[config.mk]
export PLATFORM = sky130hd
export DESIGN_NAME = shelf_rectangle_packer_top
export DESIGN_NICKNAME = d
export VERILOG_FILES = /design/src/rtl/core/srp_pkg.sv /design/src/rtl/core/shelf_rectangle_packer_top.sv /design/src/rtl/core/srp_grow.sv /design/src/rtl/core/srp_core.sv
export SDC_FILE = /design/constraint.sdc
export NUM_CORES = 1
export LEC_CHECK = 0
export ABC_AREA = 1
export BUFFER_PORTS_ARGS = -buffer_cell sky130_fd_sc_hd__clkbuf_2
export CAP_MARGIN = 20
export CORE_MARGIN = 2
export CORE_UTILIZATION = 63
export DETAILED_ROUTE_END_ITERATION = 10
export PLACE_DENSITY_LB_ADDON = 0.12
export SETUP_SLACK_MARGIN = 0.3
export SYNTH_ARGS = -nofsm -noshare
export SYNTH_HDL_FRONTEND = slang
export SYNTH_SLANG_ARGS = --single-unit
export TNS_END_PERCENT = 5
[constraint.sdc]
create_clock -name clk_i -period 12.6 [get_ports clk_i]
set_clock_uncertainty 0.15 [all_clocks]
set_input_delay 0.63 -clock clk_i [delete_from_list [all_inputs] [get_ports clk_i]]
set_output_delay 0.63 -clock clk_i [all_outputs]
set_load 0.02 [all_outputs]
[src/rtl/core/srp_pkg.sv]
// Shared types and constants for the shelf rectangle packer.
// Holds the input and result beat structs, the command and status codes
// and the configuration register indexes. Depends on nothing.
package srp_pkg;

  // Widths of the fixed fields and the running state.
  localparam int unsigned SIDE_W  = 8;
  localparam int unsigned COORD_W = 12;
  localparam int unsigned DIM_W   = 13;
  localparam int unsigned NEED_W  = 14;
  localparam int unsigned CFG_IDX_W = 2;

  // The shelf pen row saturates at the top of its 13-bit range.
  localparam int unsigned PEN_Y_MAX = 8191;

  // Register values after reset.
  localparam logic [DIM_W-1:0] ATLAS_WIDTH_RST    = 13'd1024;
  localparam logic [DIM_W-1:0] INITIAL_HEIGHT_RST = 13'd512;

  // Command carried by an input beat.
  typedef enum logic [1:0] {
    KIND_PLACE = 2'd0,
    KIND_FLUSH = 2'd1,
    KIND_CLEAR = 2'd2
  } kind_e;

  // Status reported by a result beat.
  typedef enum logic [2:0] {
    ST_PLACED    = 3'd0,
    ST_EMPTY     = 3'd1,
    ST_NOROOM    = 3'd2,
    ST_NOROOM_FB = 3'd3,
    ST_FLUSHED   = 3'd4,
    ST_CLEAN     = 3'd5,
    ST_CLEARED   = 3'd6
  } status_e;

  // Configuration register indexes.
  typedef enum logic [CFG_IDX_W-1:0] {
    CFG_ATLAS_WIDTH    = 2'd0,
    CFG_INITIAL_HEIGHT = 2'd1
  } cfg_idx_e;

  typedef struct packed {
    logic [1:0]        kind;
    logic [SIDE_W-1:0] rect_width;
    logic [SIDE_W-1:0] rect_height;
    logic              is_fallback_glyph;
  } in_item_t;

  typedef struct packed {
    logic [2:0]         status;
    logic [COORD_W-1:0] pos_x;
    logic [COORD_W-1:0] pos_y;
    logic [DIM_W-1:0]   current_height;
    logic               grew;
    logic [DIM_W-1:0]   range_first;
    logic [DIM_W-1:0]   range_end;
  } out_item_t;

endpackage

[src/rtl/core/shelf_rectangle_packer_top.sv]
// Top level of the shelf rectangle packer: beat registers, packer state
// and configuration registers around the placement logic.
// Depends on srp_pkg and srp_core.

// The packer takes one command beat per clock while in_stall_o is low (place a
// cell, flush the dirty row range, or clear) and returns exactly one result
// beat for each, in order. A beat is held in an input register, the placement
// logic in srp_core works it out against the shelf and atlas state, and the
// state and the result register load together as the beat moves on, and a new
// command can follow every cycle while out_stall_i is low. While a result
// waits under out_stall_i one more command is taken into the input register;
// after that in_stall_o rises. Configuration writes are always ready and must
// only be issued while no command is in flight; a write to initial_height also
// restarts packing at that height.
module shelf_rectangle_packer_top #(
  parameter int unsigned MAX_HEIGHT = 4096
) (
  input  logic                              clk_i,
  input  logic                              rst_ni,
  input  logic                              in_valid_i,
  output logic                              in_stall_o,
  input  srp_pkg::in_item_t                 in_item_i,
  output logic                              out_valid_o,
  input  logic                              out_stall_i,
  output srp_pkg::out_item_t                out_item_o,
  input  logic                              cfg_valid_i,
  output logic                              cfg_ready_o,
  input  logic [srp_pkg::CFG_IDX_W-1:0]     cfg_index_i,
  input  logic [srp_pkg::DIM_W-1:0]         cfg_data_i
);

  // Height and dirty range width: enough for the cap and for a cell end row.
  localparam int unsigned CAP_W = $clog2(MAX_HEIGHT + 1);
  localparam int unsigned HW    = (CAP_W > srp_pkg::NEED_W) ? CAP_W : srp_pkg::NEED_W;

  logic                       in_valid_q;
  srp_pkg::in_item_t          in_item_q;
  logic                       out_valid_q;
  srp_pkg::out_item_t         out_item_q;
  logic                       advance;
  logic                       cfg_we;

  logic [srp_pkg::DIM_W-1:0]  atlas_width_q;
  logic [srp_pkg::DIM_W-1:0]  pen_x_q;
  logic [srp_pkg::DIM_W-1:0]  pen_x_d;
  logic [srp_pkg::DIM_W-1:0]  pen_y_q;
  logic [srp_pkg::DIM_W-1:0]  pen_y_d;
  logic [srp_pkg::SIDE_W-1:0] shelf_h_q;
  logic [srp_pkg::SIDE_W-1:0] shelf_h_d;
  logic [HW-1:0]              atlas_h_q;
  logic [HW-1:0]              atlas_h_d;
  logic [HW-1:0]              dirty_first_q;
  logic [HW-1:0]              dirty_first_d;
  logic [HW-1:0]              dirty_end_q;
  logic [HW-1:0]              dirty_end_d;
  srp_pkg::out_item_t         result_d;

  // The held beat moves on whenever the result register is free or draining.
  assign advance     = in_valid_q && (!out_valid_q || !out_stall_i);
  assign in_stall_o  = in_valid_q && out_valid_q && out_stall_i;
  assign out_valid_o = out_valid_q;
  assign out_item_o  = out_item_q;
  assign cfg_ready_o = 1'b1;
  assign cfg_we      = cfg_valid_i && cfg_ready_o;

  // Input beat register.
  always_ff @(posedge clk_i or negedge rst_ni) begin
    if (!rst_ni) begin
      in_valid_q <= 1'b0;
    end else if (!in_stall_o) begin
      in_valid_q <= in_valid_i;
    end
  end

  always_ff @(posedge clk_i) begin
    if (in_valid_i && !in_stall_o) begin
      in_item_q <= in_item_i;
    end
  end

  srp_core #(
    .MAX_HEIGHT(MAX_HEIGHT),
    .HW        (HW)
  ) u_core (
    .item_i       (in_item_q),
    .atlas_width_i(atlas_width_q),
    .pen_x_i      (pen_x_q),
    .pen_y_i      (pen_y_q),
    .shelf_h_i    (shelf_h_q),
    .atlas_h_i    (atlas_h_q),
    .dirty_first_i(dirty_first_q),
    .dirty_end_i  (dirty_end_q),
    .pen_x_o      (pen_x_d),
    .pen_y_o      (pen_y_d),
    .shelf_h_o    (shelf_h_d),
    .atlas_h_o    (atlas_h_d),
    .dirty_first_o(dirty_first_d),
    .dirty_end_o  (dirty_end_d),
    .result_o     (result_d)
  );

  // Result beat register.
  always_ff @(posedge clk_i or negedge rst_ni) begin
    if (!rst_ni) begin
      out_valid_q <= 1'b0;
    end else if (advance) begin
      out_valid_q <= 1'b1;
    end else if (!out_stall_i) begin
      out_valid_q <= 1'b0;
    end
  end

  always_ff @(posedge clk_i) begin
    if (advance) begin
      out_item_q <= result_d;
    end
  end

  // Packer state and configuration registers.
  always_ff @(posedge clk_i or negedge rst_ni) begin
    if (!rst_ni) begin
      atlas_width_q <= srp_pkg::ATLAS_WIDTH_RST;
      pen_x_q       <= '0;
      pen_y_q       <= '0;
      shelf_h_q     <= '0;
      atlas_h_q     <= HW'(srp_pkg::INITIAL_HEIGHT_RST);
      dirty_first_q <= '0;
      dirty_end_q   <= HW'(srp_pkg::INITIAL_HEIGHT_RST);
    end else if (cfg_we) begin
      unique case (cfg_index_i)
        srp_pkg::CFG_ATLAS_WIDTH: begin
          atlas_width_q <= cfg_data_i;
        end
        srp_pkg::CFG_INITIAL_HEIGHT: begin
          // A new starting height also restarts packing.
          pen_x_q       <= '0;
          pen_y_q       <= '0;
          shelf_h_q     <= '0;
          atlas_h_q     <= HW'(cfg_data_i);
          dirty_first_q <= '0;
          dirty_end_q   <= HW'(cfg_data_i);
        end
        default: begin
        end
      endcase
    end else if (advance) begin
      pen_x_q       <= pen_x_d;
      pen_y_q       <= pen_y_d;
      shelf_h_q     <= shelf_h_d;
      atlas_h_q     <= atlas_h_d;
      dirty_first_q <= dirty_first_d;
      dirty_end_q   <= dirty_end_d;
    end
  end

`ifndef SYNTH
  // The input side stalls only behind a held beat and a blocked result.
  assert property (@(posedge clk_i) disable iff (!rst_ni)
    in_stall_o |-> (in_valid_q && out_valid_q && out_stall_i))
    else $error("input stalled without a blocked result");

  // A held command beat that moves on reaches the result register next cycle.
  assert property (@(posedge clk_i) disable iff (!rst_ni)
    advance |=> out_valid_q)
    else $error("advanced beat did not produce a result");

  // Growth always raises the atlas height.
  assert property (@(posedge clk_i) disable iff (!rst_ni)
    (advance && result_d.grew && !cfg_we) |=> (atlas_h_q > $past(atlas_h_q)))
    else $error("atlas growth did not raise the height");

  // Writing the starting height restarts the shelves.
  assert property (@(posedge clk_i) disable iff (!rst_ni)
    (cfg_we && cfg_index_i == srp_pkg::CFG_INITIAL_HEIGHT)
    |=> (pen_x_q == '0 && pen_y_q == '0 && shelf_h_q == '0 && dirty_first_q == '0))
    else $error("height write did not restart packing");
`endif

endmodule

[src/rtl/core/srp_grow.sv]
// Atlas height growth search for the shelf rectangle packer.
// Finds the first doubled height, capped at MAX_HEIGHT, that holds a cell.
// Depends on nothing but its parameters.
module srp_grow #(
  parameter int unsigned MAX_HEIGHT = 4096,
  parameter int unsigned HW         = 14
) (
  input  logic [HW-1:0] height_i,
  input  logic [HW-1:0] need_i,
  output logic          fits_o,
  output logic          grew_o,
  output logic [HW-1:0] height_o
);

  // Doublings from a height of one that always reach the cap.
  localparam int unsigned K  = $clog2(MAX_HEIGHT);
  localparam int unsigned WW = HW + K;

  logic [HW-1:0] base;

  // A zero height steps to one before it starts doubling.
  assign base = (height_i == '0) ? HW'(1) : height_i;

  // Every candidate height is compared in parallel; the smallest that fits wins.
  always_comb begin
    logic [WW-1:0] shifted;
    logic [HW-1:0] cand;
    logic          any;
    logic [HW-1:0] sel;
    any     = 1'b0;
    sel     = HW'(MAX_HEIGHT);
    shifted = '0;
    cand    = '0;
    for (int k = K; k >= 1; k--) begin
      shifted = WW'(base) << k;
      cand    = (shifted > WW'(MAX_HEIGHT)) ? HW'(MAX_HEIGHT) : shifted[HW-1:0];
      if (cand >= need_i) begin
        sel = cand;
        any = 1'b1;
      end
    end

    if (height_i >= HW'(MAX_HEIGHT)) begin
      // At or above the cap the atlas never grows.
      fits_o   = (need_i <= height_i);
      grew_o   = 1'b0;
      height_o = height_i;
    end else if (need_i <= height_i) begin
      fits_o   = 1'b1;
      grew_o   = 1'b0;
      height_o = height_i;
    end else begin
      // Growth is kept even when the cell still does not fit at the cap.
      fits_o   = any;
      grew_o   = 1'b1;
      height_o = sel;
    end
  end

endmodule

[src/rtl/core/srp_core.sv]
// Single-pass placement logic of the shelf rectangle packer.
// Maps one command beat and the packer state to the next state and a result.
// Depends on srp_pkg and srp_grow.
module srp_core #(
  parameter int unsigned MAX_HEIGHT = 4096,
  parameter int unsigned HW         = 14
) (
  input  srp_pkg::in_item_t                 item_i,
  input  logic [srp_pkg::DIM_W-1:0]         atlas_width_i,
  input  logic [srp_pkg::DIM_W-1:0]         pen_x_i,
  input  logic [srp_pkg::DIM_W-1:0]         pen_y_i,
  input  logic [srp_pkg::SIDE_W-1:0]        shelf_h_i,
  input  logic [HW-1:0]                     atlas_h_i,
  input  logic [HW-1:0]                     dirty_first_i,
  input  logic [HW-1:0]                     dirty_end_i,
  output logic [srp_pkg::DIM_W-1:0]         pen_x_o,
  output logic [srp_pkg::DIM_W-1:0]         pen_y_o,
  output logic [srp_pkg::SIDE_W-1:0]        shelf_h_o,
  output logic [HW-1:0]                     atlas_h_o,
  output logic [HW-1:0]                     dirty_first_o,
  output logic [HW-1:0]                     dirty_end_o,
  output srp_pkg::out_item_t                result_o
);

  localparam int unsigned NW = srp_pkg::NEED_W;

  logic [srp_pkg::SIDE_W-1:0] w;
  logic [srp_pkg::SIDE_W-1:0] h;
  logic [NW-1:0]              aw_ext;
  logic                       too_wide;
  logic                       wrap;
  logic [NW-1:0]              py_sum;
  logic [srp_pkg::DIM_W-1:0]  px1;
  logic [srp_pkg::DIM_W-1:0]  py1;
  logic [srp_pkg::SIDE_W-1:0] sh1;
  logic [HW-1:0]              need;
  logic [HW-1:0]              py_end;
  logic                       fits;
  logic                       grew;
  logic [HW-1:0]              grown_h;

  assign w      = item_i.rect_width;
  assign h      = item_i.rect_height;
  assign aw_ext = NW'(atlas_width_i);

  // The cell plus its gap must fit across the atlas at all.
  assign too_wide = (NW'(w) + NW'(1)) > aw_ext;

  // Open a new shelf under the tallest cell when the current one is full.
  assign wrap   = (NW'(pen_x_i) + NW'(w) + NW'(1)) > aw_ext;
  assign py_sum = NW'(pen_y_i) + NW'(shelf_h_i) + NW'(1);
  assign px1    = wrap ? '0 : pen_x_i;
  assign sh1    = wrap ? '0 : shelf_h_i;
  assign py1    = !wrap ? pen_y_i
                : (py_sum > NW'(srp_pkg::PEN_Y_MAX)) ? srp_pkg::DIM_W'(srp_pkg::PEN_Y_MAX)
                : py_sum[srp_pkg::DIM_W-1:0];

  // Rows the cell and its gap below need, and the row after the cell.
  assign py_end = HW'(py1) + HW'(h);
  assign need   = py_end + HW'(1);

  srp_grow #(
    .MAX_HEIGHT(MAX_HEIGHT),
    .HW        (HW)
  ) u_grow (
    .height_i(atlas_h_i),
    .need_i  (need),
    .fits_o  (fits),
    .grew_o  (grew),
    .height_o(grown_h)
  );

  // Next state and result for the command.
  always_comb begin
    logic [HW-1:0] df_g;
    logic [HW-1:0] de_g;
    df_g          = grew ? '0 : dirty_first_i;
    de_g          = grew ? grown_h : dirty_end_i;
    pen_x_o       = pen_x_i;
    pen_y_o       = pen_y_i;
    shelf_h_o     = shelf_h_i;
    atlas_h_o     = atlas_h_i;
    dirty_first_o = dirty_first_i;
    dirty_end_o   = dirty_end_i;
    result_o      = '0;
    result_o.status = srp_pkg::ST_EMPTY;

    case (srp_pkg::kind_e'(item_i.kind))
      srp_pkg::KIND_PLACE: begin
        if (w == '0 || h == '0) begin
          result_o.status = srp_pkg::ST_EMPTY;
        end else if (too_wide) begin
          result_o.status = item_i.is_fallback_glyph ? srp_pkg::ST_NOROOM_FB
                                                     : srp_pkg::ST_NOROOM;
        end else begin
          // A new shelf and any growth stand even if the cell is refused.
          pen_x_o       = px1;
          pen_y_o       = py1;
          shelf_h_o     = sh1;
          atlas_h_o     = grown_h;
          dirty_first_o = df_g;
          dirty_end_o   = de_g;
          result_o.grew = grew;
          if (fits) begin
            result_o.status = srp_pkg::ST_PLACED;
            result_o.pos_x  = px1[srp_pkg::COORD_W-1:0];
            result_o.pos_y  = py1[srp_pkg::COORD_W-1:0];
            dirty_first_o   = (HW'(py1) < df_g) ? HW'(py1) : df_g;
            dirty_end_o     = (py_end > de_g) ? py_end : de_g;
            pen_x_o         = px1 + srp_pkg::DIM_W'(w) + srp_pkg::DIM_W'(1);
            shelf_h_o       = (h > sh1) ? h : sh1;
          end else begin
            result_o.status = item_i.is_fallback_glyph ? srp_pkg::ST_NOROOM_FB
                                                       : srp_pkg::ST_NOROOM;
          end
        end
      end
      srp_pkg::KIND_FLUSH: begin
        if (dirty_end_i <= dirty_first_i) begin
          result_o.status = srp_pkg::ST_CLEAN;
        end else begin
          result_o.status      = srp_pkg::ST_FLUSHED;
          result_o.range_first = dirty_first_i[srp_pkg::DIM_W-1:0];
          result_o.range_end   = dirty_end_i[srp_pkg::DIM_W-1:0];
          dirty_first_o        = atlas_h_i;
          dirty_end_o          = '0;
        end
      end
      srp_pkg::KIND_CLEAR: begin
        pen_x_o         = '0;
        pen_y_o         = '0;
        shelf_h_o       = '0;
        dirty_first_o   = '0;
        dirty_end_o     = atlas_h_i;
        result_o.status = srp_pkg::ST_CLEARED;
      end
      default: begin
        result_o.status = srp_pkg::ST_EMPTY;
      end
    endcase

    result_o.current_height = atlas_h_o[srp_pkg::DIM_W-1:0];
  end

endmodule

# Yosys cells after proc, flatten, opt, wreduce, memory -nomap -nowiden
# Index checks and enable logic that the tools add are counted.
# Widths: inputs -> output; s select.
[word_totals]
out_inout_bits = 70
reg_bits = 177
mem_bits_rw = 0
inputBits = 39
latch_bits = 0
memories = 0
mem_bits_ro = 0
elab_cells = 202
[classes]
eq_ne = 10
mul = 0
n_lt_le_gt_ge = 33
n_shift = 0
addsub = 9
bitwise = 3
div = 0
reduce_logical = 26
muxes = 100
[op_table]
columns = ["op", "n"]
rows = [
  ["$mux 14", 50],
  ["$mux 13", 13],
  ["$ge 14x14->1", 12],
  ["$pmux 14 s3", 2],
  ["$mux 8", 8],
  ["$pmux 13 s2", 2],
  ["$add 13x8->14", 3],
  ["$add 14x1->14 const B", 3],
  ["$gt 14x13->1", 2],
  ["$le 14x14->1", 2],
  ["$gt 26x13->1 const B", 1],
  ["$gt 25x13->1 const B", 1],
  ["$gt 24x13->1 const B", 1],
  ["$gt 23x13->1 const B", 1],
  ["$gt 22x13->1 const B", 1],
  ["$gt 21x13->1 const B", 1],
  ["$gt 20x13->1 const B", 1],
  ["$mux 1", 20],
  ["$gt 19x13->1 const B", 1],
  ["$gt 18x13->1 const B", 1],
  ["$gt 17x13->1 const B", 1],
  ["$gt 16x13->1 const B", 1],
  ["$logic_not 8->1", 2],
  ["$pmux 8 s2", 1],
  ["31 further kinds", 50],
]

# Longest topological paths before layout
# Gate-level depths: netlist (run 1).
[depth]
word_depth = 31
depth_mapped = 79
mapped_depth_nobuf = 78

# Hierarchy
# From an unflattened synthesis (run 1), not the netlist that was laid out.
[unflattened]
cells_unflattened = 2662
hier_area_um2 = 18273.8
[modules_own_cells]
columns = ["mod", "seq_area_each_um2", "area_each_um2", "instances", "cells_each"]
rows = [
  ["srp_core", 0.0, 7354.6, 1, 1363],
  ["shelf_rectangle_packer_top", 4863.4, 6691.4, 1, 570],
  ["srp_grow", 0.0, 4227.8, 1, 729],
]

# Worst setup path before layout (run 1)
# Ideal clock, no wire load.
[synth_path]
path_type = "reg2reg"
startpoint = "register in_item_q[9] in the netlist's numbering"
endpoint = "register dirty_end_q[8]"
setup_ps = 120
arrival_time_ps = 9318
required_ps = 12330
path_buffers = 2
path_slack_ps = 3011
stages_incl_launch_ff = 70
period_less_slack_ps = 9589
cell_sequence = "edfxtp_1 > inv_1 > ha_1 > inv_1 > fa_1 > a21o_1 > a21oi_1 > o21ai_0 > nand3_1 > nand2_1 > xor2_1 > ha_1 > nand2_1 > nor2_1 > nand3_1 > nand3_1 > nand2_1 > nand2_1 > (+34 left out) > nand2_1 > o21ai_0 > inv_1 > ha_1 > nand4_1 > o221ai_1 > nand2_1 > o211ai_1 > a221o_1 > nand2_1 > inv_1 > nand2_2 > buf_4 > nand2_1 > o211ai_1 > nand2_1 > nand2_1 > nand2_1"
[synth_via]
elab_chain_cells = 30
elab_cells_between_ends = 65
classes_between = "add/sub (5); order compare (16); eq/ne (2); mux (39); reduce/logical (3)"
[synth_lines]
columns = ["item", "line", "text"]
rows = [
  ["from (decl)", "shelf_rectangle_packer_top.sv:37", "srp_pkg::in_item_t in_item_q;"],
  ["from (signal assigned)", "shelf_rectangle_packer_top.sv:77", "in_item_q <= in_item_i;"],
  ["$add 13x8->14 (*)", "srp_core.sv:50", "assign wrap = (NW'(pen_x_i) + NW'(w) + NW'(1)) > aw_ext;"],
  ["$add 14x1->14 (*)", "srp_core.sv:50", ""],
  ["$gt 14x13->1 (*)", "srp_core.sv:50", ""],
  ["$mux 13 (*)", "srp_core.sv:54", "assign py1 = !wrap ? pen_y_i"],
  ["via u_core.py1, one bit", "srp_core.sv:34", "logic [srp_pkg::DIM_W-1:0] py1;"],
  ["$add 13x8->14 (*)", "srp_core.sv:59", "assign py_end = HW'(py1) + HW'(h);"],
  ["$add 14x1->14", "srp_core.sv:60", "assign need = py_end + HW'(1);"],
  ["$ge 14x14->1", "srp_grow.sv:37", "if (cand >= need_i) begin"],
  ["(+15 left out)", "n/a", ""],
  ["$gt 14x14->1", "srp_core.sv:109", "dirty_end_o = (py_end > de_g) ? py_end : de_g;"],
  ["$mux 14", "srp_core.sv:109", ""],
  ["$mux 14 (*)", "srp_core.sv:104", "if (fits) begin"],
  ["$mux 14 (*)", "srp_core.sv:92", "end else if (too_wide) begin"],
  ["$mux 14 (*)", "srp_core.sv:90", "if (w == '0 || h == '0) begin"],
  ["$pmux 14 s3 (*)", "srp_core.sv:88", "case (srp_pkg::kind_e'(item_i.kind))"],
  ["$mux 14 (*)", "shelf_rectangle_packer_top.sv:146", "end else if (advance) begin"],
  ["$mux 14 (*)", "shelf_rectangle_packer_top.sv:129", "end else if (cfg_we) begin"],
  ["to (signal assigned)", "shelf_rectangle_packer_top.sv:128", "dirty_end_q <= HW'(srp_pkg::INITIAL_HEIGHT_RST);"],
  ["to (signal assigned)", "shelf_rectangle_packer_top.sv:141", "dirty_end_q <= HW'(cfg_data_i);"],
  ["to (signal assigned)", "shelf_rectangle_packer_top.sv:152", "dirty_end_q <= dirty_end_d;"],
  ["to (decl)", "shelf_rectangle_packer_top.sv:54", "logic [HW-1:0] dirty_end_q;"],
]
# Mark *: on every way through the listed nets, which the timed path passes. The rest lies on a longest branch. The select of a mux whose other input is x is not followed.
# A chain may end at the register's enable or synchronous reset.

# Worst setup path in the final report (run 1)
[layout_path]
startpoint = "register in_item_q[9] in the netlist's numbering"
endpoint = "register dirty_end_q[4]"
# Same word-level chain as after synthesis.

==> results of run 1 <==
-- worst paths after layout --
check | from | endpoint | slack, ns | cells past startpoint
min in group clk_i | in_item_i[16] | in_item_q[16] | 0.20 | 1
max in group asynchronous | rst_ni | atlas_width_q[4] | 11.11 | 2
min | rst_ni | pen_y_q[7] | 0.003 | 1
min reg2reg | in_valid_q | out_valid_o | 0.36 | 2
max reg2reg | in_item_q[9] | dirty_end_q[4] | 1.16 | 69
max | in_item_q[9] | dirty_end_q[4] | 1.16 | 69
-- worst register-to-register path: cells and delay by family, from the launching register on --
| kind | cells | cell delay (ns) |
|---|---|---|
| AND/OR/NAND/NOR | 33 | 3.96 |
| adder cells (fa/ha/maj) | 8 | 2.37 |
| AO/OA/AOI/OAI | 13 | 2.31 |
| buffers and inverters | 13 | 1.69 |
| flip-flops | 1 | 0.44 |
| XOR/XNOR | 2 | 0.41 |
-- final cells by class --
cell class / instances / area (um^2)
clock buffer: 17 / 425.4
antenna: 1 / 2.502
multi-input combinational: 1616 / 9726
tap: 324 / 405.4
timing repair buffer: 126 / 680.7
clock inverter: 15 / 207.7
inverter: 270 / 1021
fill: 2032 / 7131
sequential: 177 / 4863
-- cells in the mapped netlist, drive strengths merged, types with 3 or more instances --
cell type | count | area, um^2
clkbuf | 39 | 146.4
edfxtp | 86 | 2582
o221a | 4 | 45.04
xor2 | 28 | 271.5
o21a | 3 | 22.52
clkinv | 11 | 42.54
a221oi | 5 | 43.79
o22ai | 16 | 100.1
a211oi | 9 | 72.57
ha | 212 | 2653
dfrtp | 88 | 2202
nand2 | 484 | 1899
nor4 | 11 | 75.07
a21oi | 151 | 774.5
fa | 4 | 80.08
o21bai | 7 | 52.55
inv | 259 | 974.7
o211ai | 35 | 312.8
nand3 | 103 | 565.6
nand4 | 34 | 219.0
buf | 18 | 121.4
nor2 | 270 | 1056
a31oi | 12 | 81.33
o221ai | 4 | 35.03
o21ai | 135 | 683.2
a21o | 3 | 22.52
dfstp | 3 | 78.83
xnor2 | 14 | 137.6
or2 | 4 | 25.02
a21boi | 5 | 37.54
nor3 | 31 | 181.4
-- per-layer routing --
layer / global-route usage (%) / wire (um) / vias up
li1: - / - / 7317
met1: 51.89 / 20540 / 7152
met2: 61.93 / 23070 / 882
met3: 7.278 / 5312 / 137
met4: 15.49 / 1875 / 0
met5: 0 / 0 / -
-- cell families after synthesis --
family / Yosys count / share of synthesized area (%)
other cells: 2 / 0.04760
fa+ha+maj: 216 / 17.32
compound gates: 401 / 15.13
flops: 177 / 30.82
mux: 1 / 0.07136
buf+inv: 327 / 8.144
simple gates: 942 / 25.87
xor+xnor: 42 / 2.593
-- state kept, by name (all words and copies together), names as in the netlist --
name,count
in_item_q,19
atlas_h_q,14
out_item_o,67
dirty_end_q,14
shelf_h_q,8
pen_y_q,13
out_valid_o,1
pen_x_q,13
in_valid_q,1
atlas_width_q,13
dirty_first_q,14
-- through the flow --
step / hold slack (ns) / std cells / power, uW / area, um^2
after floorplan: 0.1844 / 2120 / 2049 / 15820
after detailed placement: 0.3433 / 2509 / 2501 / 16620
final: 0.002903 / 2546 / 3143 / 17330
after global placement: 0.3334 / 2509 / 2457 / 16620
after CTS: 0.01923 / 2541 / 3085 / 17260
after global routing: 0.04704 / 2545 / 3352 / 17330
-- repair_timing --
action / in CTS / in global routing
buffers inserted: 0 / 4
hold endpoints to repair: 0 / 0
gates resized for setup: 0 / 12
endpoints found under the setup margin: 0 / 14
-- report_power, final --
group | internal (uW) | switching (uW)
registers | 741 | 136
clock network | 292 | 293
logic | 555 | 1130
total | 1590 | 1550
==> summary.md, run 1 <==
| Metric | Value |
|---|---|
| Max Root-Sink Buffers | `2` |
| Hold Vio Cnt, Final | `0` |
| Gpl congestion | `1.023` |
| Final setup margin | `1.156 ns` |
| Main synth FF type | `dfrtp_1` |
| Die area | `26,330 um^2` |
| Yosys warnings | `0` |
| Hold WC Path Type | `input port to asynchronous set/reset pin` |
| # IOs | `109` |
| Leakage | `0.008526 uW` |
| Initial DRC Count | `1,750` |
| Fmax | `87.38 MHz` |
| Synth Register Bits | `177` |
| Initial Utilization | `64.50%` |
| Vias in the first global route | `14,630` |
| DIE HEIGHT | `162.3 um` |
| Core area | `24,460 um^2` |
| Most common cell after layout, fill and taps aside | `nand2_1` |
| Pre-CTS WS | `0.9614 ns` |
| Max Cap Viol | `0` |
| # port buffers | `107` |
| Final Critical Period | `11.44 ns` |
| Layout cells sized above 1 | `11.30%` |
| # setup viols final | `0` |
| Area Overhead vs Synth | `9.840%` |
| Worst EP arrival | `11.63 ns` |
| Die X | `162.3 um` |
| Grt ovf | `0` |
| Mapped Avg Cell Area | `7.485 um^2` |
| Final critical-path share of the clock period | `90.83%` |
| Crit Path Class | `register to register` |
| Slew margin rel. | `27.34%` |
| CTS root buf | `clkbuf_16` |
| Distinct cells, synth | `73` |
| Post-Route WL | `50.80 mm` |
| Crit-path max cell delay | `0.52 ns` |
| Skew-Pair Late Insertion Delay | `0.45 ns` |
| Delay-heaviest family, CP | `simple AND/OR/NAND/NOR gates` |
| HPWL after DPL | `38.89 mm` |
| Mapped Cells | `2,108` |
| CP Launch Type | `register` |
| Worst Path Required | `12.79 ns` |
| TritonCTS clock tree | `built` |
| Routed length per instance | `19.95 um` |
| Post-synth EDFFs | `86` |
| Via count | `15,490` |
| Hold buffer count at cts | `0` |
| Rows | `57` |
| First-pass GRT wire length | `78.45 mm` |
| H-tree levels | `4` |
| Worst Tran Pin Value | `1.082 ns` |
| Synth async-reset ratio | `51.41%` |
| VDD IR max | `0.1096 mV` |
| Clock sinks | `177` |
| PD cells | `181.4 nW/um^2` |
| Crit-path max FO | `21` |
| Nets | `2,463` |
| Seq/Total Area, Yosys | `30.82%` |
| Vias/cell | `6.083` |
| Fin util | `70.85%` |
| CP bufs+invs | `13` |
| Unrepaired setup endpoints after global routing | `true` |
| First-pass detailed-route iteration total | `6` |
| CP endpoint kind | `register` |
| Max Slew Vio Count | `0` |
| CP max stage cell | `fa_1` |
| Overall routing resource usage | `38.65%` |
| CTS Buf Count | `17` |
| Number of nets with antenna violations after routing | `0` |
| Clock transition at path regs | `0.09 ns` |
| Status | `complete, no violations` |
| Cell area after synthesis | `15,780 um^2` |
| Setup TNS | `0 ns` |
| Initial antenna violation count | `0` |
| Final routed DRC violation total | `0` |
| Most frequent cells in the layout | `nand2_1, nor2_1, inv_1` |
| CP dominant cell by count | `nand2_1` |
| Pin count of the biggest net entering global routing | `58` |
Power figures use the tool's default switching activity.
==> inputs of run 2 (changes only) <==
--- a/config.mk
+++ b/config.mk
@@ -8,7 +8,7 @@
 export ABC_AREA = 1
 export BUFFER_PORTS_ARGS = -buffer_cell sky130_fd_sc_hd__clkbuf_2
 export CAP_MARGIN = 20
-export CORE_MARGIN = 2
+export CORE_MARGIN = 3
 export CORE_UTILIZATION = 63
 export DETAILED_ROUTE_END_ITERATION = 10
 export PLACE_DENSITY_LB_ADDON = 0.12
==> summary.md, run 2 (synthesized netlist as in run 1, its figures left out) <==
| Metric | Value |
|---|---|
| Status | `complete, no violations` |
| CTS Buf Count | `17 (unchanged)` |
| Fmax | `88.90 MHz (+1.7%)` |
| DIE HEIGHT | `164.3 um (+1.2%)` |
| Gpl congestion | `1.065 (+4.2%)` |
| Hold Vio Cnt, Final | `0 (unchanged)` |
| CP bufs+invs | `9 (-4)` |
| Worst EP arrival | `11.49 ns (-0.14 ns)` |
| Hold buffer count at cts | `0 (unchanged)` |
| Ant. Diodes | `0 (-1)` |
| Filler Cells Inserted | `2,067 (+1.7%)` |
| Final critical-path share of the clock period | `89.28% (-1.5 points)` |
| Crit-path max FO | `21 (unchanged)` |
| Worst Path Required | `12.84 ns (+0.05 ns)` |
| CTS root buf | `clkbuf_16` |
| Initial Utilization | `64.50% (unchanged)` |
| Delay-heaviest family, CP | `simple AND/OR/NAND/NOR gates` |
| CP Launch Type | `register` |
| Vias in the first global route | `14,890 (+1.7%)` |
| TritonCTS clock tree | `built` |
| HPWL after DPL | `39.13 mm (+0.63%)` |
| Sw Share | `49.72% (+0.25 points)` |
| First-pass GRT wire length | `79.76 mm (+1.7%)` |
| Final routed DRC violation total | `0 (unchanged)` |
| Internal power | `1560 uW (-1.8%)` |
| Max Slew Vio Count | `0 (unchanged)` |
| Crit-path max cell delay | `0.51 ns (about the same)` |
| Hold WC Path Type | `input port to asynchronous set/reset pin` |
| Final Critical Period | `11.25 ns (-0.1952 ns)` |
| Die area | `26,980 um^2 (+2.5%)` |
| Initial antenna violation count | `1 (+1)` |
| First-pass detailed-route iteration total | `6 (unchanged)` |
| CP max stage cell | `xor2_1` |
| Clock transition at path regs | `0.08 ns (about the same)` |
| Largest register FFs | `67 (unchanged)` |
| Core area | `24,460 um^2 (unchanged)` |
| Slew margin rel. | `28.54% (+1.2 points)` |
| Rows | `57 (unchanged)` |
| Unrepaired setup endpoints after global routing | `false` |
| Crit Path Class | `register to register` |
| Grt ovf | `0 (unchanged)` |
| Leakage | `0.008507 uW (-0.22%)` |
| Switching pwr | `1543 uW (-0.80%)` |
| Max Cap Viol | `0 (unchanged)` |
| Area Overhead vs Synth | `9.563%` |
| Post-Route WL | `50.97 mm (+0.35%)` |
| Max Root-Sink Buffers | `2 (unchanged)` |
| Clock sinks | `177 (unchanged)` |
| Fin util | `70.67% (-0.18 points)` |
| # setup viols final | `0 (unchanged)` |
| Die X | `164.3 um (+1.2%)` |
| # port buffers | `107 (unchanged)` |
| # IOs | `109 (unchanged)` |
| Most frequent cells in the layout | `nand2_1, nor2_1, inv_1` |
| CP endpoint kind | `register` |
| Routed length per instance | `20.04 um (+0.43%)` |
| Via count | `15,560 (+0.48%)` |
| Layout cells sized above 1 | `11.58% (+0.28 points)` |
| Logic gate share of total power | `54.2% (+0.7 points)` |
| Fin cells | `2,544 (-0.079%)` |
| CP dominant cell by count | `nand2_1` |
| Overall routing resource usage | `38.24% (-0.41 points)` |
| Nets | `2,462 (-0.041%)` |
| VDD IR max | `0.1196 mV (+9.1%)` |
| PD cells | `179.5 nW/um^2 (-1.0%)` |
| Skew-Pair Late Insertion Delay | `0.45 ns (about the same)` |
| Seq pwr share | `28.2% (+0.3 points)` |
| Number of nets with antenna violations after routing | `0 (unchanged)` |
| Pin count of the biggest net entering global routing | `56 (-3.4%)` |
| Setup TNS | `0 ns (unchanged)` |
| Worst Tran Pin Value | `1.065 ns (-0.01688 ns)` |
| H-tree levels | `4 (unchanged)` |
| Placed insts | `2,509 (unchanged)` |
| Most common cell after layout, fill and taps aside | `nand2_1` |
| Vias/cell | `6.118 (+0.56%)` |
| Initial DRC Count | `1,777 (+1.5%)` |
| Clock power share | `17.6% (-1.0 points)` |
## run 2: routing by layer
layer	share of wire [%]	global-route usage [%]
met5	0	0
met4	5.1	17.65
met3	11	8.323
met2	44	60.00
met1	40	50.56
## run 2: worst register-to-register path, delay by kind of cell, from the launching register on
family | cells | cell delay (ns)
simple gates | 36 | 4.57
compound gates | 13 | 2.64
fa+ha+maj | 6 | 1.71
buf+inv | 9 | 1.03
xor+xnor | 2 | 0.66
flops | 1 | 0.42
## run 2: final cells by class
cell class / count / area (um^2) / area share [%]
tap: 324 / 405.4 / 2.345
inverter: 270 / 1025 / 5.927
clock inverter: 14 / 133.9 / 0.7744
timing repair buffer: 125 / 673.1 / 3.894
clock buffer: 18 / 439.2 / 2.540
sequential: 177 / 4863 / 28.13
multi-input combinational: 1616 / 9748 / 56.39
## run 2: worst paths after layout
| kind | cells after the start | start | end | slack, ns |
|---|---|---|---|---|
| max in group asynchronous | 2 | rst_ni | atlas_h_q[4] | 11.10 |
| max reg2reg | 66 | in_item_q[9] | dirty_end_q[9] | 1.35 |
| min | 1 | rst_ni | pen_y_q[8] | 0.02 |
| max | 66 | in_item_q[9] | dirty_end_q[9] | 1.35 |
| min reg2reg | 2 | in_valid_q | out_valid_o | 0.36 |
| min in group clk_i | 1 | in_item_i[16] | in_item_q[16] | 0.20 |
## run 2: what timing repair did
action,in CTS,in global routing
setup endpoints to repair,0,51
resized for setup,0,19
setup buffers,0,3
## run 2: power groups by stage
stage / clock network, uW / logic (uW) / registers, uW
floorplan: 0 / 1180 / 865
global placement: 0 / 1560 / 880
detailed placement: 0 / 1620 / 882
CTS: 543 / 1630 / 871
global route: 571 / 1870 / 887
finish: 546 / 1680 / 876
## run 2: through the flow
step	cell area (um^2)	total power (uW)	hold slack [ns]	worst slack, ns
floorplan	15820	2049	0.1844	3.011
global placement	16620	2444	0.3365	0.8076
detailed placement	16620	2497	0.3479	0.5634
CTS	17200	3047	0.02689	0.4814
global route	17290	3325	0.03088	0.3056
finish	17290	3103	0.01627	1.351
